--- src/rtl/core/owm_pkg.sv ---
// Shared types, codes and reset constants for the one-wire bus master.
// No dependencies; every other file in rtl/core refers to this package.
`default_nettype none

package owm_pkg;

   localparam int unsigned TICK_W  = 16;
   localparam int unsigned BYTE_W  = 8;
   localparam int unsigned BIT_W   = 3;
   localparam int unsigned CSR_A_W = 3;

   // Register indexes on the configuration port.
   localparam logic [CSR_A_W-1:0] CSR_RESET_LOW     = 3'd0;
   localparam logic [CSR_A_W-1:0] CSR_PRESENCE_WAIT = 3'd1;
   localparam logic [CSR_A_W-1:0] CSR_SHORT_PULSE   = 3'd2;
   localparam logic [CSR_A_W-1:0] CSR_LONG_SLOT     = 3'd3;
   localparam logic [CSR_A_W-1:0] CSR_READ_PULSE    = 3'd4;

   // Reset values of the timing registers.
   localparam logic [TICK_W-1:0] RESET_LOW_DEFAULT     = 16'd500;
   localparam logic [TICK_W-1:0] PRESENCE_WAIT_DEFAULT = 16'd60;
   localparam logic [TICK_W-1:0] SHORT_PULSE_DEFAULT   = 16'd1;
   localparam logic [TICK_W-1:0] LONG_SLOT_DEFAULT     = 16'd60;
   localparam logic [TICK_W-1:0] READ_PULSE_DEFAULT    = 16'd2;

   typedef enum logic [1:0] {
      REQ_TICK  = 2'd0,
      REQ_RESET = 2'd1,
      REQ_WRITE = 2'd2,
      REQ_READ  = 2'd3
   } req_kind_type;

   typedef enum logic [7:0] {
      PH_IDLE     = 8'b0000_0001,
      PH_RST_LOW  = 8'b0000_0010,
      PH_RST_WAIT = 8'b0000_0100,
      PH_RST_REC  = 8'b0000_1000,
      PH_WR_LOW   = 8'b0001_0000,
      PH_WR_REL   = 8'b0010_0000,
      PH_RD_LOW   = 8'b0100_0000,
      PH_RD_REC   = 8'b1000_0000
   } phase_type;

   typedef struct packed {
      logic [TICK_W-1:0] reset_low;
      logic [TICK_W-1:0] presence_wait;
      logic [TICK_W-1:0] short_pulse;
      logic [TICK_W-1:0] long_slot;
      logic [TICK_W-1:0] read_pulse;
   } cfg_type;

   typedef struct packed {
      phase_type         phase;
      logic [TICK_W-1:0] tick_count;
      logic [BIT_W-1:0]  bit_index;
      logic [BYTE_W-1:0] shift_data;
      logic              presence_flag;
      logic [BYTE_W-1:0] read_result;
   } state_type;

   typedef struct packed {
      logic              drive_low;
      logic              busy_res;
      logic              done_res;
      logic              presence;
      logic [BYTE_W-1:0] read_byte;
      logic              cmd_rejected;
   } rsp_type;

   // A duration of zero behaves as one tick.
   function automatic logic [TICK_W-1:0] at_least_one(input logic [TICK_W-1:0] v);
      at_least_one = (v == '0) ? {{(TICK_W-1){1'b0}}, 1'b1} : v;
   endfunction

endpackage

`default_nettype wire

--- src/rtl/core/owm_csr.sv ---
// Timing configuration registers of the one-wire bus master.
// Depends on owm_pkg for register indexes, reset values and cfg_type.
`default_nettype none

module owm_csr (
   input  wire logic                         clock,
   input  wire logic                         reset,
   input  wire logic                         csr_write_en,
   input  wire logic [owm_pkg::CSR_A_W-1:0]  csr_index,
   input  wire logic [owm_pkg::TICK_W-1:0]   csr_data,
   output owm_pkg::cfg_type                  cfg
);

   owm_pkg::cfg_type cfg_ff, cfg_in;

   always_comb begin
      cfg_in = cfg_ff;
      if (csr_write_en) begin
         case (csr_index)
            owm_pkg::CSR_RESET_LOW:     cfg_in.reset_low     = csr_data;
            owm_pkg::CSR_PRESENCE_WAIT: cfg_in.presence_wait = csr_data;
            owm_pkg::CSR_SHORT_PULSE:   cfg_in.short_pulse   = csr_data;
            owm_pkg::CSR_LONG_SLOT:     cfg_in.long_slot     = csr_data;
            owm_pkg::CSR_READ_PULSE:    cfg_in.read_pulse    = csr_data;
            default:                    cfg_in = cfg_ff;
         endcase
      end
   end

   always_ff @(posedge clock) begin
      if (reset) begin
         cfg_ff.reset_low     <= owm_pkg::RESET_LOW_DEFAULT;
         cfg_ff.presence_wait <= owm_pkg::PRESENCE_WAIT_DEFAULT;
         cfg_ff.short_pulse   <= owm_pkg::SHORT_PULSE_DEFAULT;
         cfg_ff.long_slot     <= owm_pkg::LONG_SLOT_DEFAULT;
         cfg_ff.read_pulse    <= owm_pkg::READ_PULSE_DEFAULT;
      end else begin
         cfg_ff <= cfg_in;
      end
   end

   assign cfg = cfg_ff;

endmodule

`default_nettype wire

--- src/rtl/core/owm_step.sv ---
// One tick of the bus sequencer: next state and the result word.
// Purely combinational; depends on owm_pkg for types and codes.
`default_nettype none

module owm_step (
   input  wire owm_pkg::state_type            state_cur,
   input  wire owm_pkg::cfg_type              cfg,
   input  wire logic [1:0]                    req_type,
   input  wire logic [owm_pkg::BYTE_W-1:0]    cmd_byte,
   input  wire logic                          line_level,
   output owm_pkg::state_type                 state_next,
   output owm_pkg::rsp_type                   rsp
);

   owm_pkg::state_type     st;
   owm_pkg::req_kind_type  kind;
   logic [owm_pkg::TICK_W-1:0] len;
   logic [owm_pkg::TICK_W-1:0] tick_inc;
   logic                   cur_bit;
   logic                   busy;
   logic                   drive;
   logic                   done;
   logic                   rejected;

   always_comb begin
      st       = state_cur;
      kind     = owm_pkg::req_kind_type'(req_type);
      rejected = 1'b0;
      busy     = 1'b0;
      drive    = 1'b0;
      done     = 1'b0;
      tick_inc = '0;

      // A command taken in idle already counts as the first tick of its sequence.
      if (st.phase == owm_pkg::PH_IDLE) begin
         if (kind != owm_pkg::REQ_TICK) begin
            st.tick_count = '0;
            st.bit_index  = '0;
            case (kind)
               owm_pkg::REQ_RESET: begin
                  st.phase = owm_pkg::PH_RST_LOW;
               end
               owm_pkg::REQ_WRITE: begin
                  st.phase      = owm_pkg::PH_WR_LOW;
                  st.shift_data = cmd_byte;
               end
               default: begin
                  st.phase      = owm_pkg::PH_RD_LOW;
                  st.shift_data = '0;
               end
            endcase
         end
      end else if (kind != owm_pkg::REQ_TICK) begin
         rejected = 1'b1;
      end

      cur_bit = st.shift_data[st.bit_index];

      case (st.phase)
         owm_pkg::PH_RST_LOW:  len = owm_pkg::at_least_one(cfg.reset_low);
         owm_pkg::PH_RST_WAIT: len = owm_pkg::at_least_one(cfg.presence_wait);
         owm_pkg::PH_RST_REC:  len = owm_pkg::at_least_one(cfg.reset_low);
         owm_pkg::PH_WR_LOW:   len = cur_bit ? owm_pkg::at_least_one(cfg.short_pulse)
                                             : owm_pkg::at_least_one(cfg.long_slot);
         owm_pkg::PH_WR_REL:   len = cur_bit ? owm_pkg::at_least_one(cfg.long_slot)
                                             : owm_pkg::TICK_W'(1);
         owm_pkg::PH_RD_LOW:   len = owm_pkg::at_least_one(cfg.read_pulse);
         owm_pkg::PH_RD_REC:   len = owm_pkg::at_least_one(cfg.long_slot);
         default:              len = owm_pkg::TICK_W'(1);
      endcase

      if (st.phase != owm_pkg::PH_IDLE) begin
         busy  = 1'b1;
         drive = (st.phase == owm_pkg::PH_RST_LOW) || (st.phase == owm_pkg::PH_WR_LOW) ||
                 (st.phase == owm_pkg::PH_RD_LOW);

         // The bus is sampled on the first tick of the recovery phases.
         if (st.tick_count == '0) begin
            if (st.phase == owm_pkg::PH_RST_REC) begin
               st.presence_flag = ~line_level;
            end else if (st.phase == owm_pkg::PH_RD_REC) begin
               st.shift_data[st.bit_index] = st.shift_data[st.bit_index] | line_level;
            end
         end

         tick_inc = st.tick_count + owm_pkg::TICK_W'(1);
         if (tick_inc >= len) begin
            st.tick_count = '0;
            case (st.phase)
               owm_pkg::PH_RST_LOW:  st.phase = owm_pkg::PH_RST_WAIT;
               owm_pkg::PH_RST_WAIT: st.phase = owm_pkg::PH_RST_REC;
               owm_pkg::PH_RST_REC: begin
                  st.phase = owm_pkg::PH_IDLE;
                  done     = 1'b1;
               end
               owm_pkg::PH_WR_LOW:   st.phase = owm_pkg::PH_WR_REL;
               owm_pkg::PH_RD_LOW:   st.phase = owm_pkg::PH_RD_REC;
               owm_pkg::PH_WR_REL, owm_pkg::PH_RD_REC: begin
                  if (st.bit_index == '1) begin
                     if (st.phase == owm_pkg::PH_RD_REC) begin
                        st.read_result = st.shift_data;
                     end
                     st.phase     = owm_pkg::PH_IDLE;
                     st.bit_index = '0;
                     done         = 1'b1;
                  end else begin
                     st.bit_index = st.bit_index + owm_pkg::BIT_W'(1);
                     st.phase     = (st.phase == owm_pkg::PH_WR_REL) ? owm_pkg::PH_WR_LOW
                                                                     : owm_pkg::PH_RD_LOW;
                  end
               end
               default:              st.phase = owm_pkg::PH_IDLE;
            endcase
         end else begin
            st.tick_count = tick_inc;
         end
      end

      state_next       = st;
      rsp.drive_low    = drive;
      rsp.busy_res     = busy;
      rsp.done_res     = done;
      rsp.presence     = st.presence_flag;
      rsp.read_byte    = st.read_result;
      rsp.cmd_rejected = rejected;
   end

endmodule

`default_nettype wire

--- src/rtl/core/one_wire_bus_master_top.sv ---
// One-wire bus master: input register, tick sequencer and output register.
// Depends on owm_pkg, owm_csr and owm_step.
//
// Each request word is one timing tick of the bus. req_type starts a reset with
// presence detection, a byte write or a byte read (LSB first); a plain tick just
// advances the running sequence. Every request word yields exactly one response
// word on the rsp_ channel with the line drive, busy/done flags, the presence
// flag, the last byte read, and a flag for a command that arrived while busy.
// A word is taken at a clock edge where valid is high and stall is low.
// A word passes first into the input register, then through the sequencer into the
// response register. One word is taken per clock while the receiver does not stall; the
// sequencer state advances in the same cycle the word moves to the response
// register, so only the one 16-bit tick add and compare sits in that loop.
// When the receiver stalls, the response register holds and the input register
// fills; req_stall rises only once both are occupied.
// Synchronous reset empties both registers, returns the sequencer to idle with
// cleared presence and read byte, and loads the default tick counts. Timing
// registers are written through the csr_ port and take effect at once.
`default_nettype none

module one_wire_bus_master_top (
   input  wire logic                         clock,
   input  wire logic                         reset,
   // Request channel.
   input  wire logic                         req_valid,
   output      logic                         req_stall,
   input  wire logic [1:0]                   req_type,
   input  wire logic [owm_pkg::BYTE_W-1:0]   req_cmd_byte,
   input  wire logic                         req_line_level,
   // Response channel.
   output      logic                         rsp_valid,
   input  wire logic                         rsp_stall,
   output      logic                         rsp_drive_low,
   output      logic                         rsp_busy_res,
   output      logic                         rsp_done_res,
   output      logic                         rsp_presence,
   output      logic [owm_pkg::BYTE_W-1:0]   rsp_read_byte,
   output      logic                         rsp_cmd_rejected,
   // Configuration port.
   input  wire logic                         csr_write_en,
   input  wire logic [owm_pkg::CSR_A_W-1:0]  csr_index,
   input  wire logic [owm_pkg::TICK_W-1:0]   csr_data
);

   owm_pkg::cfg_type   cfg;
   owm_pkg::state_type state_ff, state_in;
   owm_pkg::rsp_type   step_rsp;
   owm_pkg::rsp_type   rsp_ff;

   logic                       in_valid_ff, in_valid_in;
   logic [1:0]                 in_type_ff;
   logic [owm_pkg::BYTE_W-1:0] in_byte_ff;
   logic                       in_line_ff;
   logic                       rsp_valid_ff, rsp_valid_in;
   logic                       req_take;
   logic                       advance;

   owm_csr u_csr (
      .clock        (clock),
      .reset        (reset),
      .csr_write_en (csr_write_en),
      .csr_index    (csr_index),
      .csr_data     (csr_data),
      .cfg          (cfg)
   );

   owm_step u_step (
      .state_cur  (state_ff),
      .cfg        (cfg),
      .req_type   (in_type_ff),
      .cmd_byte   (in_byte_ff),
      .line_level (in_line_ff),
      .state_next (state_in),
      .rsp        (step_rsp)
   );

   // A held word moves forward when the response register is empty or being taken.
   assign advance      = in_valid_ff && (!rsp_valid_ff || !rsp_stall);
   assign req_stall    = in_valid_ff && !advance;
   assign req_take     = req_valid && !req_stall;
   assign in_valid_in  = req_take || (in_valid_ff && !advance);
   assign rsp_valid_in = advance || (rsp_valid_ff && rsp_stall);

   always_ff @(posedge clock) begin
      if (reset) begin
         in_valid_ff            <= 1'b0;
         rsp_valid_ff           <= 1'b0;
         state_ff.phase         <= owm_pkg::PH_IDLE;
         state_ff.tick_count    <= '0;
         state_ff.bit_index     <= '0;
         state_ff.shift_data    <= '0;
         state_ff.presence_flag <= 1'b0;
         state_ff.read_result   <= '0;
      end else begin
         in_valid_ff  <= in_valid_in;
         rsp_valid_ff <= rsp_valid_in;
         if (advance) begin
            state_ff <= state_in;
         end
      end
   end

   always_ff @(posedge clock) begin
      if (req_take) begin
         in_type_ff <= req_type;
         in_byte_ff <= req_cmd_byte;
         in_line_ff <= req_line_level;
      end
      if (advance) begin
         rsp_ff <= step_rsp;
      end
   end

   assign rsp_valid        = rsp_valid_ff;
   assign rsp_drive_low    = rsp_ff.drive_low;
   assign rsp_busy_res     = rsp_ff.busy_res;
   assign rsp_done_res     = rsp_ff.done_res;
   assign rsp_presence     = rsp_ff.presence;
   assign rsp_read_byte    = rsp_ff.read_byte;
   assign rsp_cmd_rejected = rsp_ff.cmd_rejected;

endmodule

`default_nettype wire
--- config.mk ---
export PLATFORM = sky130hd
export DESIGN_NAME = one_wire_bus_master_top
export DESIGN_NICKNAME = d
export VERILOG_FILES = /design/src/rtl/core/owm_pkg.sv /design/src/rtl/core/owm_csr.sv /design/src/rtl/core/owm_step.sv /design/src/rtl/core/one_wire_bus_master_top.sv
export SDC_FILE = /design/constraint.sdc
export NUM_CORES = 1
export LEC_CHECK = 0
export BUFFER_PORTS_ARGS = -buffer_cell sky130_fd_sc_hd__buf_4
export CAP_MARGIN = 20
export CORE_AREA = 4 4 118 120
export CTS_CLUSTER_SIZE = 16
export DETAILED_ROUTE_END_ITERATION = 7
export DIE_AREA = 0 0 122 124
export MAX_ROUTING_LAYER = met4
export PLACE_DENSITY_LB_ADDON = 0.12
export SLEW_MARGIN = 20
export SYNTH_ARGS = -nofsm -noshare
export SYNTH_HDL_FRONTEND = slang
export SYNTH_SLANG_ARGS = --single-unit
--- constraint.sdc ---
create_clock -name clock -period 8.5 [get_ports clock]
set_clock_uncertainty 0.2 [all_clocks]
set_input_delay 1.7 -clock clock [delete_from_list [all_inputs] [get_ports clock]]
set_output_delay 1.7 -clock clock [all_outputs]
set_load 0.05 [all_outputs]
* After elaboration in Yosys (flattened, before gate mapping)
Index checks and enable logic that the tools add are counted.
Cells by class: $add $sub $neg 2, magnitude comparators 3, equal/unequal tests 16, multiplexer cells 38, bitwise operators 2, reduce and logical (&&, ||, !) cells 30
Operators with widths (number):
- 2-to-1 mux 16 bit | 8
- zero test 16 bit | 6
- one-hot mux 16 bit (6 select lines) | 1
- 2-to-1 mux 35 bit | 2
- 2-to-1 mux 8 bit | 8
- 2-to-1 mux 44 bit | 1
- one-hot mux 8 bit (5 select lines) | 1
- adder 16 x 1 -> 16 bit, second input constant | 1
- greater-or-equal comparator 16 bit | 1
- one-hot mux 8 bit (2 select lines) | 1
- one-hot mux 7 bit (2 select lines) | 1
- AND reduction 2 bit | 6
- 2-to-1 mux 3 bit | 3
- 2-to-1 mux 9 bit | 1
- bitwise mux 8 bit | 1
- equality test 8 x 1 -> 1 bit, second input constant | 1
- equality test 8 x 2 -> 1 bit, second input constant | 1
- equality test 8 x 3 -> 1 bit, second input constant | 1
- equality test 8 x 4 -> 1 bit, second input constant | 1
- equality test 8 x 5 -> 1 bit, second input constant | 1
- equality test 8 x 6 -> 1 bit, second input constant | 1
- equality test 8 x 7 -> 1 bit, second input constant | 1
- equality test 8 bit, second input constant | 1
- inequality test 8 x 1 -> 1 bit, second input constant | 1
- 21 further kinds | 40
Word-level totals: flip-flop bits (word level) 150, output and inout port bits 15

* Depth between registers and ports, before layout
word-level depth 17, depth in mapped cells 22

* Hierarchy
Synthesis repeated with hierarchy kept, for this count alone.
Second synthesis, totals: cell total of the unflattened synthesis 947, area, all modules 8832.2 µm²
By module, submodules not included:
- owm_csr | instances 1, cells each 294, area each 3188.1 µm², sequential area each 1601.5 µm²
- owm_step | instances 1, cells each 428, area each 2845.2 µm², sequential area each 0.0 µm²
- one_wire_bus_master_top | instances 1, cells each 225, area each 2798.9 µm², sequential area each 1641.6 µm²

* Worst setup path after synthesis
Ideal clock, no wire load.
kind register to register, start point register in_type_ff[0], end point register rsp_ff, in the netlist rsp_read_byte[2] (data pin), data arrival time 4.271 ns, data required time 8.040 ns, path slack 3.770 ns, cell stages (with the launch flop) 20, path buffers 3, period minus slack after synthesis 4.730 ns, cells stage by stage edfxtp_1 -> inv_1 -> ha_1 -> buf_12 -> nor3_2 -> and3_1 -> mux2i_1 -> and2_1 -> clkbuf_1 -> nor2b_1 -> buf_6 -> nand2_1 -> and3_1 -> ha_1 -> o21a_1 -> o211ai_1 -> o31ai_1 -> a21oi_1 -> nor3_2 -> mux2_2
RTL lines:
- from (decl) | line one_wire_bus_master_top.sv:51 | logic [1:0] in_type_ff;
- from (signal assigned) | line one_wire_bus_master_top.sv:105 | in_type_ff <= req_type;
- to (signal assigned) | line one_wire_bus_master_top.sv:110 | rsp_ff <= step_rsp;
- to (decl) | line one_wire_bus_master_top.sv:48 | owm_pkg::rsp_type rsp_ff;

==> flow_summary.json <==
{
  "seqCellArea_mm2": 0.003243,
  "synthTopCellsByArea": "dfxtp_1 (33%), nand2_1 (10%), edfxtp_1 (9.5%)",
  "syn-instance-count": 886,
  "start_util": 0.5867,
  "synthSimpleGateAreaFrac": 0.2507,
  "synthArstFlopShare": 0,
  "clock_latency_ns": 0.43,
  "fmax_mhz": 151.0,
  "ctsHoldBuffers": 0,
  "path_max_fanout": 21,
  "synth_top_area_share": 0.3313,
  "status": "completed",
  "remaining_drc_errors": 0,
  "grt_max_degree": 83,
  "synthMuxAreaShare": 0.03763,
  "synth-main-ff-cell": "dfxtp_1",
  "io_pins": 50,
  "synth_compound_area_frac": 0.1798,
  "synth_xor_area_frac": 0.01380,
  "power_density_mw_per_mm2": 241.6,
  "yosysSeqAreaShare": 0.4259,
  "nets": 962,
  "cts_max_path_buffers": 2,
  "cp-end-kind": "flip-flop",
  "crit_chain": "inv_1 -> ha_1 -> nor3_2 -> and3_1 -> mux2i_1 -> and2_1 -> nor2b_1 -> a221oi_1 -> ha_1 -> a211oi_1 -> nand2_1 -> a31oi_1 -> o31ai_1 -> a21oi_1 -> nor3_2 -> mux2_2",
  "track_usage": 0.3011,
  "port_buffers": 49,
  "cpPeakStageDelay_ns": 0.81,
  "finalSetupViolCount": 0,
  "dieHeight_um": 124,
  "slew_headroom": 0.3045,
  "grt_pass1_vias": 6328,
  "ir_worst_vdd_mv": 0.1393,
  "finalCritPeriodShare": 0.7791,
  "maxCapViolCount": 0,
  "fin_cells": 1092,
  "numCtsBuffers": 17,
  "vias": 6976,
  "total_leakage_power_nw": 3.245,
  "hold_viol": 0,
  "dieArea_mm2": 0.01513,
  "synth_area_mm2": 0.007615,
  "clk_pin_slew_ns": 0.07,
  "grt_remaining_overflow": 0,
  "antenna_found_initial": 1,
  "htree_levels": 4,
  "synth_cell_types": 77,
  "multiInputGateArea_mm2": 0.003985,
  "path_buf_inv": 1,
  "nFillCells": 1127,
  "row_count": 42,
  "drive_gt1_frac": 0.1268,
  "synth_edf_count": 24,
  "synth_top_family_by_area": "simple AND/OR/NAND/NOR gates",
  "crit_slowest_cell": "and3_1",
  "ys_ff_latch": 150,
  "synth-warning-count": 0,
  "syn_nets": 946,
  "viasPerCell": 6.388,
  "ant_nets": 0,
  "coreArea_mm2": 0.01298,
  "crit_arrival_ns": 6.60,
  "yosysTopAreaCell": "dfxtp_1",
  "root_buffer": "clkbuf_16",
  "layout_min_cycle_time_ns": 6.622,
  "worst_slack_ns": 1.878,
  "drt-initial-drc-count": 1278,
  "rsz0062_at_grt": "false",
  "syn_avg_cell_area_um2": 8.595,
  "cp-start-kind": "flip-flop",
  "cp_top_family": "simple AND/OR/NAND/NOR gates",
  "critical_path_class": "flip-flop to flip-flop",
  "tightest_slew_ns": 1.041,
  "place_congestion": 0.9650,
  "pre_cts_slack_ns": 2.037,
  "cts_tree": "built",
  "design_area_mm2": 0.008562,
  "fin_setup_tns_ns": 0,
  "cts_sinks": 150,
  "hpwl_mm": 15.46,
  "dp_cells": 1059,
  "total_power_mw": 2.069,
  "placed_area_mm2": 0.007926,
  "ctsResizeCount": 0,
  "postCtsSetupBuffers": 0,
  "syn2layout_area_growth_pct": 12.44,
  "drt-wirelength-per-cell_um": 19.84,
  "hp-class": "flip-flop to flip-flop",
  "grt_pass1_wl_mm": 34.26,
  "drt-pass1-iter-count": 6,
  "finalWirelength_mm": 21.67,
  "die_w_um": 122,
  "drv_slew": 0,
  "synth-adder-area-share": 0.04108,
  "required_ns": 8.48
}
-- report_power, final --
group | total, mW | switching, mW | internal [mW] | leakage, nW
registers | 0.782 | 0.0324 | 0.749 | 1.25
logic | 0.487 | 0.332 | 0.155 | 1.69
clock network | 0.800 | 0.325 | 0.475 | 0.305
total | 2.07 | 0.689 | 1.38 | 3.24
-- cell families (layout without fill, tap and decap cells) --
logic type,after synthesis,in the layout
flip-flops,150,150
XOR/XNOR,12,12
multiplexers,25,25
buffers and inverters,80,109
adder cells (fa/ha/maj),25,25
other,0,1
AND/OR/NAND/NOR,400,400
AO/OA/AOI/OAI,194,194
-- per-layer routing --
layer / vias up / global-route usage / part of all wire
met5: - / - / 0
met4: 0 / 0.09174 / 0.016
met3: 36 / 0.05177 / 0.098
met2: 366 / 0.4268 / 0.44
met1: 3329 / 0.4404 / 0.44
li1: 3245 / - / -
-- tightest hold or removal path, cell delays in order (launching register included) --
cell and delay, ns:
dfxtp_1 0.31, nand3_1 0.05, o21ai_1 0.05
-- final timing paths --
| kind | startpoint | to | slack [ns] | cells past startpoint |
|---|---|---|---|---|
| worst min-delay path | state_ff[1] | state_ff[1] | 0.26 | 2 |
| worst min register to register | state_ff[1] | state_ff[1] | 0.26 | 2 |
| worst max-delay path | in_type_ff[0] | rsp_read_byte[3] | 1.88 | 16 |
| worst max register to register | in_type_ff[0] | rsp_read_byte[3] | 1.88 | 16 |
-- placed cells by master, fill, tap and decap left out, types with 4 or more instances in the layout --
| master | Yosys | final |
|---|---|---|
| buf_4 | 1 | 51 |
| xor2_1 | 5 | 5 |
| inv_6 | 0 | 4 |
| nand2b_1 | 5 | 5 |
| nor2b_1 | 4 | 4 |
| a21o_1 | 9 | 9 |
| a22o_1 | 8 | 8 |
| or2_2 | 4 | 4 |
| a221oi_1 | 10 | 10 |
| nand3_1 | 33 | 33 |
| inv_1 | 21 | 21 |
| nand4_1 | 9 | 9 |
| or3_1 | 6 | 6 |
| nor2_1 | 38 | 37 |
| dfxtp_1 | 126 | 126 |
| a32o_1 | 11 | 11 |
| clkbuf_16 | 0 | 19 |
| nand2_1 | 212 | 212 |
| edfxtp_1 | 24 | 24 |
| and3_1 | 19 | 19 |
| o21ai_1 | 6 | 6 |
| mux2i_1 | 14 | 14 |
| nor3_1 | 13 | 13 |
| a21oi_1 | 83 | 83 |
| a222oi_1 | 15 | 15 |
| mux2_2 | 8 | 8 |
| a22oi_1 | 8 | 8 |
| clkinv_1 | 4 | 4 |
| o21ai_0 | 11 | 11 |
| nor4_1 | 31 | 31 |
| ha_1 | 25 | 25 |
| xnor2_1 | 7 | 7 |
-- area by class of cell --
class | instances | share of cell area
multi-input cells | 656 | 0.4654
flip-flops and latches | 150 | 0.3788
clock buffers | 19 | 0.05553
repair buffers | 51 | 0.04472
well taps | 176 | 0.02572
clock inverters | 13 | 0.01812
inverters | 26 | 0.01140
diodes | 1 | 0.0002923
-- flip-flops by register name, indices dropped and copies added (netlist names) --
| signal | flops |
|---|---|
| rsp_presence | 1 |
| rsp_cmd_rejected | 1 |
| state_ff | 44 |
| u_csr.cfg | 80 |
| rsp_done_res | 1 |
| rsp_busy_res | 1 |
| in_type_ff | 2 |
| in_byte_ff | 8 |
| in_valid_ff | 1 |
| rsp_valid | 1 |
| rsp_drive_low | 1 |
| in_line_ff | 1 |
| rsp_read_byte | 8 |
-- through the flow --
step	util	hold WS, ns
detailed placement	0.6107	0.2526
global route	0.6596	0.2901
finish	0.6596	0.2582
floorplan	-	0.2361
global placement	0.6107	0.2424
CTS	0.6592	0.2614
-- synth_stat cells, types with 3 or more instances --
master and instances:
a32o_1 11, o21ai_0 11, and4_1 3, o21ai_1 6, a22oi_1 8, nor2_1 38, dfxtp_1 126, mux2_2 8
nand3_1 33, buf_6 4, a22o_1 8, o211ai_1 3, mux2i_1 14, a21o_1 9, and3_1 19, ha_1 25
xnor2_1 7, a41oi_1 3, a21oi_1 83, nor4_1 31, clkinv_1 4, edfxtp_1 24, a31oi_1 3, nand2b_1 5
o31ai_1 3, inv_1 21, or2_2 4, or3_1 6, xor2_1 5, nand4_1 9, nor3_1 13, buf_1 4
clkbuf_1 40, a221oi_1 10, a222oi_1 15, nand4b_1 3, nand2_1 212, nor2b_1 4
Note: power is estimated with default switching activity, not from simulation.
